**config.mk**
```make
export PLATFORM = sky130hd
export DESIGN_NAME = size_bounded_lru_cache_policy_unit
export DESIGN_NICKNAME = d
export VERILOG_FILES = /design/src/hw/rtl/sllru_pkg.sv /design/src/hw/rtl/sllru_ram.sv /design/src/hw/rtl/sllru_front.sv /design/src/hw/rtl/sllru_engine.sv /design/src/hw/rtl/size_bounded_lru_cache_policy_unit.sv
export SDC_FILE = /design/constraint.sdc
export NUM_CORES = 2
export LEC_CHECK = 0
export BUFFER_PORTS_ARGS = -buffer_cell sky130_fd_sc_hd__buf_4
export CORE_AREA = 2 2 440 442
export CTS_BUF_LIST = sky130_fd_sc_hd__clkbuf_4
export CTS_CLUSTER_SIZE = 14
export DETAILED_ROUTE_END_ITERATION = 8
export DIE_AREA = 0 0 442 444
export GPL_ROUTABILITY_DRIVEN = 0
export GPL_TIMING_DRIVEN = 0
export PLACE_DENSITY = 0.78
export SKIP_LAST_GASP = 1
export SLEW_MARGIN = 10
export SYNTH_ARGS = -nofsm -noshare
export SYNTH_HDL_FRONTEND = slang
export SYNTH_SLANG_ARGS = --single-unit
export TNS_END_PERCENT = 5
```
**constraint.sdc**
```tcl
create_clock -name clk -period 12.1 [get_ports clk]
set_clock_uncertainty 0.2 [all_clocks]
set_input_delay 0.605 -clock clk [delete_from_list [all_inputs] [get_ports clk]]
set_output_delay 0.605 -clock clk [all_outputs]
set_load 0.1 [all_outputs]
```
**src/hw/rtl/sllru_pkg.sv**
```systemverilog
`timescale 1ns / 1ps
package sllru_pkg;

  localparam int ENTRIES_DEF = 16;
  localparam int EVICT_MAX   = 16;
  localparam int EV_W        = $clog2(EVICT_MAX + 1);
  localparam int EVI_W       = $clog2(EVICT_MAX);
  localparam int Q_DEPTH     = 2;
  localparam int QP_W        = $clog2(Q_DEPTH);
  localparam int QC_W        = $clog2(Q_DEPTH + 1);
  localparam logic [30:0] MAX_BYTES_RST = 31'd33554432;
  localparam logic [30:0] BYTES_SAT     = 31'h7FFFFFFF;

  // func codes on the input word
  localparam logic [2:0] FN_ACCESS  = 3'd0;
  localparam logic [2:0] FN_REQUEST = 3'd1;
  localparam logic [2:0] FN_FILL    = 3'd2;
  localparam logic [2:0] FN_FAIL    = 3'd3;
  localparam logic [2:0] FN_QUERY   = 3'd4;
  localparam logic [2:0] FN_CLEAR   = 3'd5;

  // entry load state
  localparam logic [1:0] ES_IDLE    = 2'd0;
  localparam logic [1:0] ES_LOADING = 2'd1;
  localparam logic [1:0] ES_LOADED  = 2'd2;
  localparam logic [1:0] ES_FAILED  = 2'd3;

  // reply status
  localparam logic [1:0] STS_DONE    = 2'd0;
  localparam logic [1:0] STS_IGNORED = 2'd1;
  localparam logic [1:0] STS_FULL    = 2'd2;

  localparam logic KIND_REPLY = 1'b0;
  localparam logic KIND_EVICT = 1'b1;

  typedef enum logic [2:0] {
    OP_ACCESS, OP_REQUEST, OP_FILL, OP_FAIL, OP_QUERY, OP_CLEAR, OP_OTHER
  } op_t;

  typedef enum logic [2:0] {
    S_IDLE, S_LOOK, S_APPLY, S_EVCHK, S_EVSCAN, S_EVDO, S_OUT
  } eng_state_t;

  typedef struct packed {
    logic [2:0]  func;
    logic [31:0] key;
    logic [31:0] time_ms;
    logic [26:0] entry_bytes;
  } in_word_t;

  typedef struct packed {
    logic        kind;
    logic [31:0] key_out;
    logic        hit;
    logic [1:0]  state_out;
    logic [1:0]  status;
    logic [30:0] total_bytes;
    logic        last;
  } out_word_t;

  typedef struct packed {
    op_t      op;
    in_word_t word;
  } queue_item_t;

  typedef struct packed {
    logic        valid;
    logic        pop;
  } queue_ctl_t;

  typedef struct packed {
    logic [31:0] key;
    logic [1:0]  state;
    logic [31:0] time_ms;
    logic [26:0] bytes;
  } entry_t;

endpackage

```
**src/hw/rtl/sllru_ram.sv**
```systemverilog
`timescale 1ns / 1ps
module sllru_ram #(
  parameter int WIDTH = 8,
  parameter int DEPTH = 16
) (
  input  logic                     clk,
  input  logic                     we,
  input  logic [$clog2(DEPTH)-1:0] waddr,
  input  logic [WIDTH-1:0]         wdata,
  input  logic [$clog2(DEPTH)-1:0] raddr,
  output logic [WIDTH-1:0]         rdata
);

  logic [WIDTH-1:0] mem [DEPTH];

  always_ff @(posedge clk) begin
    if (we) begin
      mem[waddr] <= wdata;
    end
    rdata <= mem[raddr];
  end

endmodule

```
**src/hw/rtl/sllru_front.sv**
```systemverilog
`timescale 1ns / 1ps
module sllru_front (
  input  logic                  clk,
  input  logic                  rst,
  input  logic                  in_valid,
  output logic                  in_stall,
  input  sllru_pkg::in_word_t   in_word,
  output sllru_pkg::queue_ctl_t q_stat,
  input  logic                  q_pop,
  output sllru_pkg::queue_item_t q_item
);

  sllru_pkg::queue_item_t      mem [sllru_pkg::Q_DEPTH];
  logic [sllru_pkg::QP_W-1:0]  wp;
  logic [sllru_pkg::QP_W-1:0]  rp;
  logic [sllru_pkg::QC_W-1:0]  count;
  logic                        push;
  logic                        pop;
  sllru_pkg::op_t              op_dec;

  // classify the operation code
  always_comb begin
    unique case (in_word.func)
      sllru_pkg::FN_ACCESS:  op_dec = sllru_pkg::OP_ACCESS;
      sllru_pkg::FN_REQUEST: op_dec = sllru_pkg::OP_REQUEST;
      sllru_pkg::FN_FILL:    op_dec = sllru_pkg::OP_FILL;
      sllru_pkg::FN_FAIL:    op_dec = sllru_pkg::OP_FAIL;
      sllru_pkg::FN_QUERY:   op_dec = sllru_pkg::OP_QUERY;
      sllru_pkg::FN_CLEAR:   op_dec = sllru_pkg::OP_CLEAR;
      default:               op_dec = sllru_pkg::OP_OTHER;
    endcase
  end

  assign in_stall     = (count == sllru_pkg::QC_W'(sllru_pkg::Q_DEPTH));
  assign push         = in_valid && !in_stall;
  assign pop          = q_pop && (count != '0);
  assign q_stat.valid = (count != '0);
  assign q_stat.pop   = pop;
  assign q_item       = mem[rp];

  // queue storage
  always_ff @(posedge clk) begin
    if (push) begin
      mem[wp] <= '{op: op_dec, word: in_word};
    end
  end

  // pointers and fill count
  always_ff @(posedge clk) begin
    if (rst) begin
      wp    <= '0;
      rp    <= '0;
      count <= '0;
    end else begin
      if (push) wp <= wp + 1'b1;
      if (pop)  rp <= rp + 1'b1;
      if (push && !pop) begin
        count <= count + 1'b1;
      end else if (pop && !push) begin
        count <= count - 1'b1;
      end
    end
  end

endmodule

```
**src/hw/rtl/sllru_engine.sv**
```systemverilog
`timescale 1ns / 1ps
module sllru_engine #(
  parameter int ENTRIES = sllru_pkg::ENTRIES_DEF
) (
  input  logic                   clk,
  input  logic                   rst,
  input  logic [30:0]            max_total_bytes,
  input  sllru_pkg::queue_ctl_t  q_stat,
  output logic                   q_pop,
  input  sllru_pkg::queue_item_t q_item,
  output logic                   out_valid,
  input  logic                   out_stall,
  output sllru_pkg::out_word_t   out_word
);

  localparam int IW = $clog2(ENTRIES);
  localparam int CW = $clog2(ENTRIES + 1);

  sllru_pkg::eng_state_t state, state_next;
  sllru_pkg::queue_item_t cur;
  logic [CW-1:0]         cnt;
  logic [CW-1:0]         cnt_m1;
  logic [IW-1:0]         di;
  logic [ENTRIES-1:0]    slot_valid;
  logic [30:0]           total;

  logic                  fnd;
  logic [IW-1:0]         fidx;
  logic [1:0]            fstate;
  logic [31:0]           ftime;
  logic [26:0]           fbytes;
  logic                  free_fnd;
  logic [IW-1:0]         free_idx;

  logic                  best_fnd;
  logic [IW-1:0]         best_idx;
  logic [31:0]           best_time;
  logic [26:0]           best_bytes;
  logic [31:0]           best_key;

  logic [sllru_pkg::EV_W-1:0] nev;
  logic [sllru_pkg::EV_W-1:0] oidx;
  logic [31:0]           evbuf [sllru_pkg::EVICT_MAX];

  logic                  rep_hit;
  logic [1:0]            rep_st;
  logic [1:0]            rep_status;

  logic                  we;
  logic [IW-1:0]         waddr;
  sllru_pkg::entry_t     wdata;
  sllru_pkg::entry_t     rdata;
  logic [ENTRIES*0+93-1:0] rdata_raw;

  logic                  scan_done;
  logic                  out_load;
  logic                  set_valid;
  logic                  run_evict;
  logic [31:0]           fill_sum;
  logic [30:0]           total_apply;
  logic [1:0]            st_apply;
  logic [1:0]            status_apply;
  logic                  hit_apply;
  logic [IW-1:0]         slot_sel;
  logic                  slot_ok;
  sllru_pkg::out_word_t  word_next;
  logic [sllru_pkg::EV_W-1:0] oidx_m1;

  sllru_ram #(
    .WIDTH($bits(sllru_pkg::entry_t)),
    .DEPTH(ENTRIES)
  ) u_ram (
    .clk  (clk),
    .we   (we),
    .waddr(waddr),
    .wdata(wdata),
    .raddr(cnt[IW-1:0]),
    .rdata(rdata_raw)
  );

  assign rdata     = rdata_raw;
  assign cnt_m1    = cnt - CW'(1);
  assign di        = cnt_m1[IW-1:0];
  assign scan_done = (cnt == CW'(ENTRIES));
  assign oidx_m1   = oidx - 1'b1;
  assign out_load  = (state == sllru_pkg::S_OUT) && (!out_valid || !out_stall);

  // table update decided once the lookup scan is over
  always_comb begin
    fill_sum     = {1'b0, total} + 32'(cur.word.entry_bytes);
    slot_ok      = fnd || free_fnd;
    slot_sel     = fnd ? fidx : free_idx;
    we           = 1'b0;
    waddr        = slot_sel;
    wdata        = '{key: cur.word.key, state: fstate, time_ms: ftime, bytes: fbytes};
    set_valid    = 1'b0;
    run_evict    = 1'b0;
    total_apply  = total;
    hit_apply    = 1'b0;
    st_apply     = fnd ? fstate : sllru_pkg::ES_IDLE;
    status_apply = sllru_pkg::STS_DONE;
    unique case (cur.op)
      sllru_pkg::OP_ACCESS: begin
        if (fnd && fstate == sllru_pkg::ES_LOADED) begin
          we            = 1'b1;
          wdata.time_ms = cur.word.time_ms;
          hit_apply     = 1'b1;
        end
      end
      sllru_pkg::OP_REQUEST: begin
        if (fnd && (fstate == sllru_pkg::ES_LOADED || fstate == sllru_pkg::ES_LOADING)) begin
          status_apply = sllru_pkg::STS_IGNORED;
        end else if (!slot_ok) begin
          status_apply = sllru_pkg::STS_FULL;
        end else begin
          we        = 1'b1;
          set_valid = 1'b1;
          wdata     = '{key: cur.word.key, state: sllru_pkg::ES_LOADING,
                        time_ms: cur.word.time_ms, bytes: '0};
          st_apply  = sllru_pkg::ES_LOADING;
        end
      end
      sllru_pkg::OP_FILL: begin
        if (fnd && fstate == sllru_pkg::ES_LOADED) begin
          we            = 1'b1;
          wdata.time_ms = cur.word.time_ms;
          status_apply  = sllru_pkg::STS_IGNORED;
        end else if (!slot_ok) begin
          status_apply = sllru_pkg::STS_FULL;
        end else begin
          we          = 1'b1;
          set_valid   = 1'b1;
          wdata       = '{key: cur.word.key, state: sllru_pkg::ES_LOADED,
                          time_ms: cur.word.time_ms, bytes: cur.word.entry_bytes};
          total_apply = fill_sum[31] ? sllru_pkg::BYTES_SAT : fill_sum[30:0];
          st_apply    = sllru_pkg::ES_LOADED;
          run_evict   = 1'b1;
        end
      end
      sllru_pkg::OP_FAIL: begin
        if (fnd && fstate != sllru_pkg::ES_LOADED) begin
          we          = 1'b1;
          wdata.state = sllru_pkg::ES_FAILED;
          wdata.bytes = '0;
          st_apply    = sllru_pkg::ES_FAILED;
        end else begin
          status_apply = sllru_pkg::STS_IGNORED;
        end
      end
      sllru_pkg::OP_QUERY: begin
      end
      sllru_pkg::OP_CLEAR: begin
        total_apply = '0;
        st_apply    = sllru_pkg::ES_IDLE;
      end
      default: begin
        status_apply = sllru_pkg::STS_IGNORED;
      end
    endcase
    if (state != sllru_pkg::S_APPLY) begin
      we = 1'b0;
    end
  end

  // result word to load
  always_comb begin
    if (oidx == '0) begin
      word_next = '{kind: sllru_pkg::KIND_REPLY, key_out: cur.word.key, hit: rep_hit,
                    state_out: rep_st, status: rep_status, total_bytes: total,
                    last: (nev == '0)};
    end else begin
      word_next = '{kind: sllru_pkg::KIND_EVICT, key_out: evbuf[oidx_m1[sllru_pkg::EVI_W-1:0]],
                    hit: 1'b0, state_out: sllru_pkg::ES_IDLE, status: sllru_pkg::STS_DONE,
                    total_bytes: total, last: (oidx == nev)};
    end
  end

  // next state
  always_comb begin
    state_next = state;
    q_pop      = 1'b0;
    unique case (state)
      sllru_pkg::S_IDLE: begin
        if (q_stat.valid) begin
          q_pop      = 1'b1;
          state_next = sllru_pkg::S_LOOK;
        end
      end
      sllru_pkg::S_LOOK: begin
        if (scan_done) state_next = sllru_pkg::S_APPLY;
      end
      sllru_pkg::S_APPLY: begin
        state_next = run_evict ? sllru_pkg::S_EVCHK : sllru_pkg::S_OUT;
      end
      sllru_pkg::S_EVCHK: begin
        if (nev < sllru_pkg::EV_W'(sllru_pkg::EVICT_MAX) && total > max_total_bytes) begin
          state_next = sllru_pkg::S_EVSCAN;
        end else begin
          state_next = sllru_pkg::S_OUT;
        end
      end
      sllru_pkg::S_EVSCAN: begin
        if (scan_done) state_next = sllru_pkg::S_EVDO;
      end
      sllru_pkg::S_EVDO: begin
        state_next = best_fnd ? sllru_pkg::S_EVCHK : sllru_pkg::S_OUT;
      end
      sllru_pkg::S_OUT: begin
        if (out_load && word_next.last) state_next = sllru_pkg::S_IDLE;
      end
      default: state_next = sllru_pkg::S_IDLE;
    endcase
  end

  always_ff @(posedge clk) begin
    if (rst) begin
      state <= sllru_pkg::S_IDLE;
    end else begin
      state <= state_next;
    end
  end

  // control registers: slot valid bits, byte total, output valid flag
  always_ff @(posedge clk) begin
    if (rst) begin
      slot_valid <= '0;
      total      <= '0;
      out_valid  <= 1'b0;
    end else begin
      if (state == sllru_pkg::S_APPLY) begin
        total <= total_apply;
        if (cur.op == sllru_pkg::OP_CLEAR) begin
          slot_valid <= '0;
        end else if (set_valid) begin
          slot_valid[slot_sel] <= 1'b1;
        end
      end
      if (state == sllru_pkg::S_EVDO && best_fnd) begin
        slot_valid[best_idx] <= 1'b0;
        total <= (31'(best_bytes) > total) ? '0 : total - 31'(best_bytes);
      end
      if (out_load) begin
        out_valid <= 1'b1;
      end else if (out_valid && !out_stall) begin
        out_valid <= 1'b0;
      end
    end
  end

  // working registers of the current operation
  always_ff @(posedge clk) begin
    if (out_load) begin
      out_word <= word_next;
      oidx     <= oidx + 1'b1;
    end
    unique case (state)
      sllru_pkg::S_IDLE: begin
        cur      <= q_item;
        cnt      <= '0;
        fnd      <= 1'b0;
        free_fnd <= 1'b0;
        nev      <= '0;
        oidx     <= '0;
      end
      sllru_pkg::S_LOOK: begin
        cnt <= cnt + 1'b1;
        if (cnt != '0) begin
          if (slot_valid[di] && rdata.key == cur.word.key && !fnd) begin
            fnd    <= 1'b1;
            fidx   <= di;
            fstate <= rdata.state;
            ftime  <= rdata.time_ms;
            fbytes <= rdata.bytes;
          end
          if (!slot_valid[di] && !free_fnd) begin
            free_fnd <= 1'b1;
            free_idx <= di;
          end
        end
      end
      sllru_pkg::S_APPLY: begin
        rep_hit    <= hit_apply;
        rep_st     <= st_apply;
        rep_status <= status_apply;
      end
      sllru_pkg::S_EVCHK: begin
        cnt      <= '0;
        best_fnd <= 1'b0;
      end
      sllru_pkg::S_EVSCAN: begin
        cnt <= cnt + 1'b1;
        if (cnt != '0 && slot_valid[di] && rdata.state != sllru_pkg::ES_LOADING &&
            (!best_fnd || rdata.time_ms < best_time)) begin
          best_fnd   <= 1'b1;
          best_idx   <= di;
          best_time  <= rdata.time_ms;
          best_bytes <= rdata.bytes;
          best_key   <= rdata.key;
        end
      end
      sllru_pkg::S_EVDO: begin
        if (best_fnd) begin
          evbuf[nev[sllru_pkg::EVI_W-1:0]] <= best_key;
          nev <= nev + 1'b1;
        end
      end
      default: begin
      end
    endcase
  end

endmodule

```
**src/hw/rtl/size_bounded_lru_cache_policy_unit.sv**
```systemverilog
`timescale 1ns / 1ps
// an operation first runs the key lookup scan over the table and applies its update;
// after a fill, while the byte total exceeds max_total_bytes, each eviction runs an
// oldest-entry scan (at most EVICT_MAX evictions); then the result words go out
// the engine handles one operation at a time, using the one-read table RAM for its scans
// a two-word input queue takes new words while the engine works or a result waits
// reset (rst, synchronous, active high) empties the table, zeroes the byte total
// and sets max_total_bytes to 33554432
module size_bounded_lru_cache_policy_unit #(
  parameter int ENTRIES = sllru_pkg::ENTRIES_DEF
) (
  input  logic                 clk,
  input  logic                 rst,
  input  logic                 in_valid,
  output logic                 in_stall,
  input  sllru_pkg::in_word_t  in_word,
  output logic                 out_valid,
  input  logic                 out_stall,
  output sllru_pkg::out_word_t out_word,
  input  logic                 cfg_valid,
  output logic                 cfg_ready,
  input  logic [30:0]          cfg_data
);

  logic [30:0]            max_total_bytes;
  sllru_pkg::queue_ctl_t  q_stat;
  sllru_pkg::queue_item_t q_item;
  logic                   q_pop;

  // size limit register
  assign cfg_ready = 1'b1;
  always_ff @(posedge clk) begin
    if (rst) begin
      max_total_bytes <= sllru_pkg::MAX_BYTES_RST;
    end else if (cfg_valid && cfg_ready) begin
      max_total_bytes <= cfg_data;
    end
  end

  sllru_front u_front (
    .clk     (clk),
    .rst     (rst),
    .in_valid(in_valid),
    .in_stall(in_stall),
    .in_word (in_word),
    .q_stat  (q_stat),
    .q_pop   (q_pop),
    .q_item  (q_item)
  );

  sllru_engine #(
    .ENTRIES(ENTRIES)
  ) u_engine (
    .clk            (clk),
    .rst            (rst),
    .max_total_bytes(max_total_bytes),
    .q_stat         (q_stat),
    .q_pop          (q_pop),
    .q_item         (q_item),
    .out_valid      (out_valid),
    .out_stall      (out_stall),
    .out_word       (out_word)
  );

endmodule

```
==> implementation parameters <==
Parameter                              Value

Run status
  Result of the run    finished, final reports clean

Final layout
  Synthesis-to-finish area growth    18.4%
  Fraction of final layout cells with drive strength greater than 1    0.323
  Share of the core filled with cells    0.647
  Filler cells    12200
  Post-Layout Cell Count    9393
  Layout net count    6621

Pwr
  Total power divided by cell area    197 nW/um^2
  Sum of internal, switching and leakage power    24.4 mW
  Worst vdd rail ir drop    0.107 mV
  Leak Pwr    41.5 nW

Logic synthesis
  Xor-xnor portion of the synthesized cell area    0.00820
  Net count after synthesis    5295
  Post-synth cell types    85
  Post-synth design cell area    105000 um^2
  Fraction of synthesis flops using an asynchronous set or reset pin    0
  Adder-cell share of the synthesized area    0.0156
  Top cell type by total area after synthesis    edfxtp_1
  Synthesized area per cell    20.8 um^2
  Share of the synthesized area in compound gates (AO/OA/AOI/OAI)    0.0283
  Portion of the post-synthesis area used by sequential elements    0.762
  Ranking of synthesized cells by area    edfxtp_1 73%, mux4_2 14%, dfxtp_1 3.5%
  Largest family of logic cells by synthesized area    multiplexers
  Main synth FF type    edfxtp_1
  Synthesized instance count    5036
  Flip-flop and latch count after synthesis    2718
  Portion of synthesized cell area occupied by the leading cell type    0.727
  Portion of netlist area occupied by mux cells    0.149
  Ys Warns    0
  Area share of and/or/nand/nor cells after synthesis    0.0239
  EDFF count, synth    2534

Setup path
  Dominant delay contributor by cell family on the critical path    buffers and inverters
  Startpoint type of the worst setup path    register
  Slowest CP cell    buf_1
  Type of destination of the critical path    register
  Start point of the critical path    u_engine.cnt[0]
  Worst reg2reg startpoint    u_engine.cnt[0]
  Data arrival time of the critical path    7080 ps
  Instance count on the critical path    11
  Worst path bufs/invs    5
  Worst setup path category    register to register
  Crit Path Max Fanout    61
  R2r setup slk    5940 ps
  Destination of the critical timing path    u_engine.best_fnd
  Depth of the worst register-to-register path    11
  Required time of the critical path    13020 ps
  End of the worst register-to-register path    u_engine.best_fnd
  Critical Path, Cell by Cell    buf_2 > buf_2 > buf_1 > inv_1 > ha_1 > mux4_2 > mux4_2 > o2111a_1 > o311a_4 > buf_16 > a31o_2
  Crit path largest cell delay    930 ps

STA
  Final worst-path cycle share    0.509
  Setup TNS Final    0 ps
  Final Hold Vio Count    0
  Min cycle time layout    6160 ps
  Final Slew Violations    0
  Tightest slew margin relative to the limit    0.0804
  Total setup violations reported at the end of the flow    0
  FMAX    0.162 GHz
  Least-Margin Pin Slew    1380 ps
  Setup repair after global routing missed its margin    no

Global routing
  Remaining Overflow, GRT    0
  Number of global-route vias before repair    60600
  Largest net degree at the start of global routing    62
  Antenna violations before repair    11
  Global-route wire length before repair    402000 um
  GR Util All Layers    0.284

Clock tree
  Clock tree root buffer cell    clkbuf_4
  Number of sinks handled by clock tree synthesis    2718
  H-tree levels    6
  Clock-pin transition on the worst setup and hold timing paths    70 ps
  Maximum count of clock buffers along a single path    4
  Clock buffer count from CTS    671
  Clock tree from TritonCTS    built
  Count of buffers added by post-CTS timing repair for setup    0
  Latest clock arrival within the worst-skew pair    1420 ps

Detailed routing
  Vias after detailed routing    58600
  DRC violations left    0
  Starting DRC count in detailed routing    8343
  DRT Wirelength    280000 um
  Average wire per cell in the routed design    29.8 um
  Number of nets still failing antenna checks after routing    0
  Via-to-Cell Ratio    6.24
  Length of the first detailed-routing pass in iterations    6

Placement
  Number of placed instances with taps included    7887
  Dpl hpwl    172000 um
  Count of input and output buffers    199

Floorplanning
  Total number of placement rows    161
  Number of I/O pins    203
  Initial Utilization    0.547
  Overall die height    444 um
  Floorplan core area    192000 um^2
  Width of the die    442 um
  Die area    196000 um^2

Run
  Max cap viols    0

Min path
  Class of the worst hold path    register to register
state kept, by name, indices dropped and copies added (netlist names), 32 cells and up:
register,count
u_engine.best_key,32
u_engine.best_time,32
u_engine.cur,94
u_engine.evbuf,512
u_engine.ftime,32
u_engine.out_word,70
u_engine.u_ram.mem,1488
u_engine.u_ram.rdata,93
u_front.mem,188
synthesized netlist by cell type, types with 28 or more instances:
cell / number
inv_1: 125
clkbuf_1: 152
mux4_2: 630
nor3_1: 35
xor2_1: 48
nor2_1: 135
mux2_2: 94
buf_1: 41
a21oi_1: 97
ha_1: 127
nand2_1: 233
o21ai_0: 79
a21o_1: 50
mux2i_1: 33
xnor2_1: 50
edfxtp_1: 2534
dfxtp_1: 184
a22o_1: 28
what timing repair did:
| item | 4_1_cts | 5_1_grt |
|---|---|---|
| hold buffers | 319 | 0 |
| gates resized for setup | 0 | 0 |
| endpoints found under the hold margin | 479 | 0 |
how the worst min path moves through the flow:
| stage | start | to | cells after the start | slack, ps |
|---|---|---|---|---|
| 6_report | u_engine.u_ram.rdata[30] | u_engine.ftime[3] | 0 | 230 |
| 5_1_grt | in_word[65] | u_front.mem[1][65] | 3 | 160 |
| 4_1_cts | in_word[65] | u_front.mem[1][65] | 3 | 90 |
| 3_5_place_dp | u_engine.u_ram.rdata[18] | u_engine.fbytes[18] | 0 | 220 |
| 3_3_place_gp | u_engine.u_ram.rdata[7] | u_engine.fbytes[7] | 0 | 220 |
| 2_1_floorplan | u_engine.u_ram.rdata[60] | u_engine.fstate[1] | 0 | 200 |
placed cells by master (no fill, tap or decap), types with 13 or more instances in the layout:
cell type,instances
a22o_1,28
o21ai_1,35
buf_16,40
inv_1,125
dlygate4sd3_1,319
a21o_1,50
clkbuf_1,149
dfxtp_1,184
nor2b_1,14
clkinv_1,129
a211oi_1,26
mux2_2,94
buf_4,223
a221oi_1,14
clkbuf_4,995
buf_2,29
buf_12,72
o211ai_1,13
mux4_2,630
xnor2_1,50
edfxtp_1,2534
nand4_1,19
nand2_1,233
buf_1,34
nor2_4,17
a31oi_1,23
ha_1,127
nor2_1,116
a21oi_1,95
nand3_1,22
nand2b_1,15
inv_2,16
mux2i_1,33
o21ai_0,47
nor3_1,34
xor2_1,48
clkinv_2,15
routing by layer:
layer | share of wire | wire length, um | GRT usage | up-vias
met5 | 0.00018 | 51 | 0 | -
met4 | 0.047 | 13200 | 0.133 | 8
met3 | 0.12 | 33600 | 0.0737 | 804
met2 | 0.49 | 138000 | 0.465 | 4458
met1 | 0.34 | 94800 | 0.358 | 29600
li1 | - | - | - | 23800
cell type report:
cell class	count	area [um^2]	area share
flip-flops and latches	2718	79800	0.644
inverters	126	473	0.00382
clock buffers	995	7470	0.0603
plain buffers	230	963	0.00777
repair buffers	653	7420	0.0599
well taps	2526	3160	0.0255
clock inverters	176	950	0.00766
diodes	7	17.5	0.000141
multi-input cells	1962	23700	0.191
kinds of logic after synthesis:
| group | after synthesis |
|---|---|
| flip-flops | 2718 |
| multiplexers | 757 |
| adder cells (fa/ha/maj) | 129 |
| other | 1 |
| AO/OA/AOI/OAI | 426 |
| AND/OR/NAND/NOR | 551 |
| XOR/XNOR | 98 |
| buffers and inverters | 356 |
per-stage QoR:
step                hold WS (ps)  cell area (um^2)  worst slack, ps
global route                 165            124000             5850
global placement             216            109000            -6240
finish                       227            124000             5940
detailed placement           222            112000             6160
floorplan                    200            105000             2070
CTS                         88.4            124000             6170
power by group:
part | switching [mW] | internal [mW] | total [mW]
clock network | 3.72 | 3.95 | 7.67
registers | 0.788 | 11.6 | 12.4
logic | 2.65 | 1.69 | 4.34
Power figures use the tool's default switching activity.
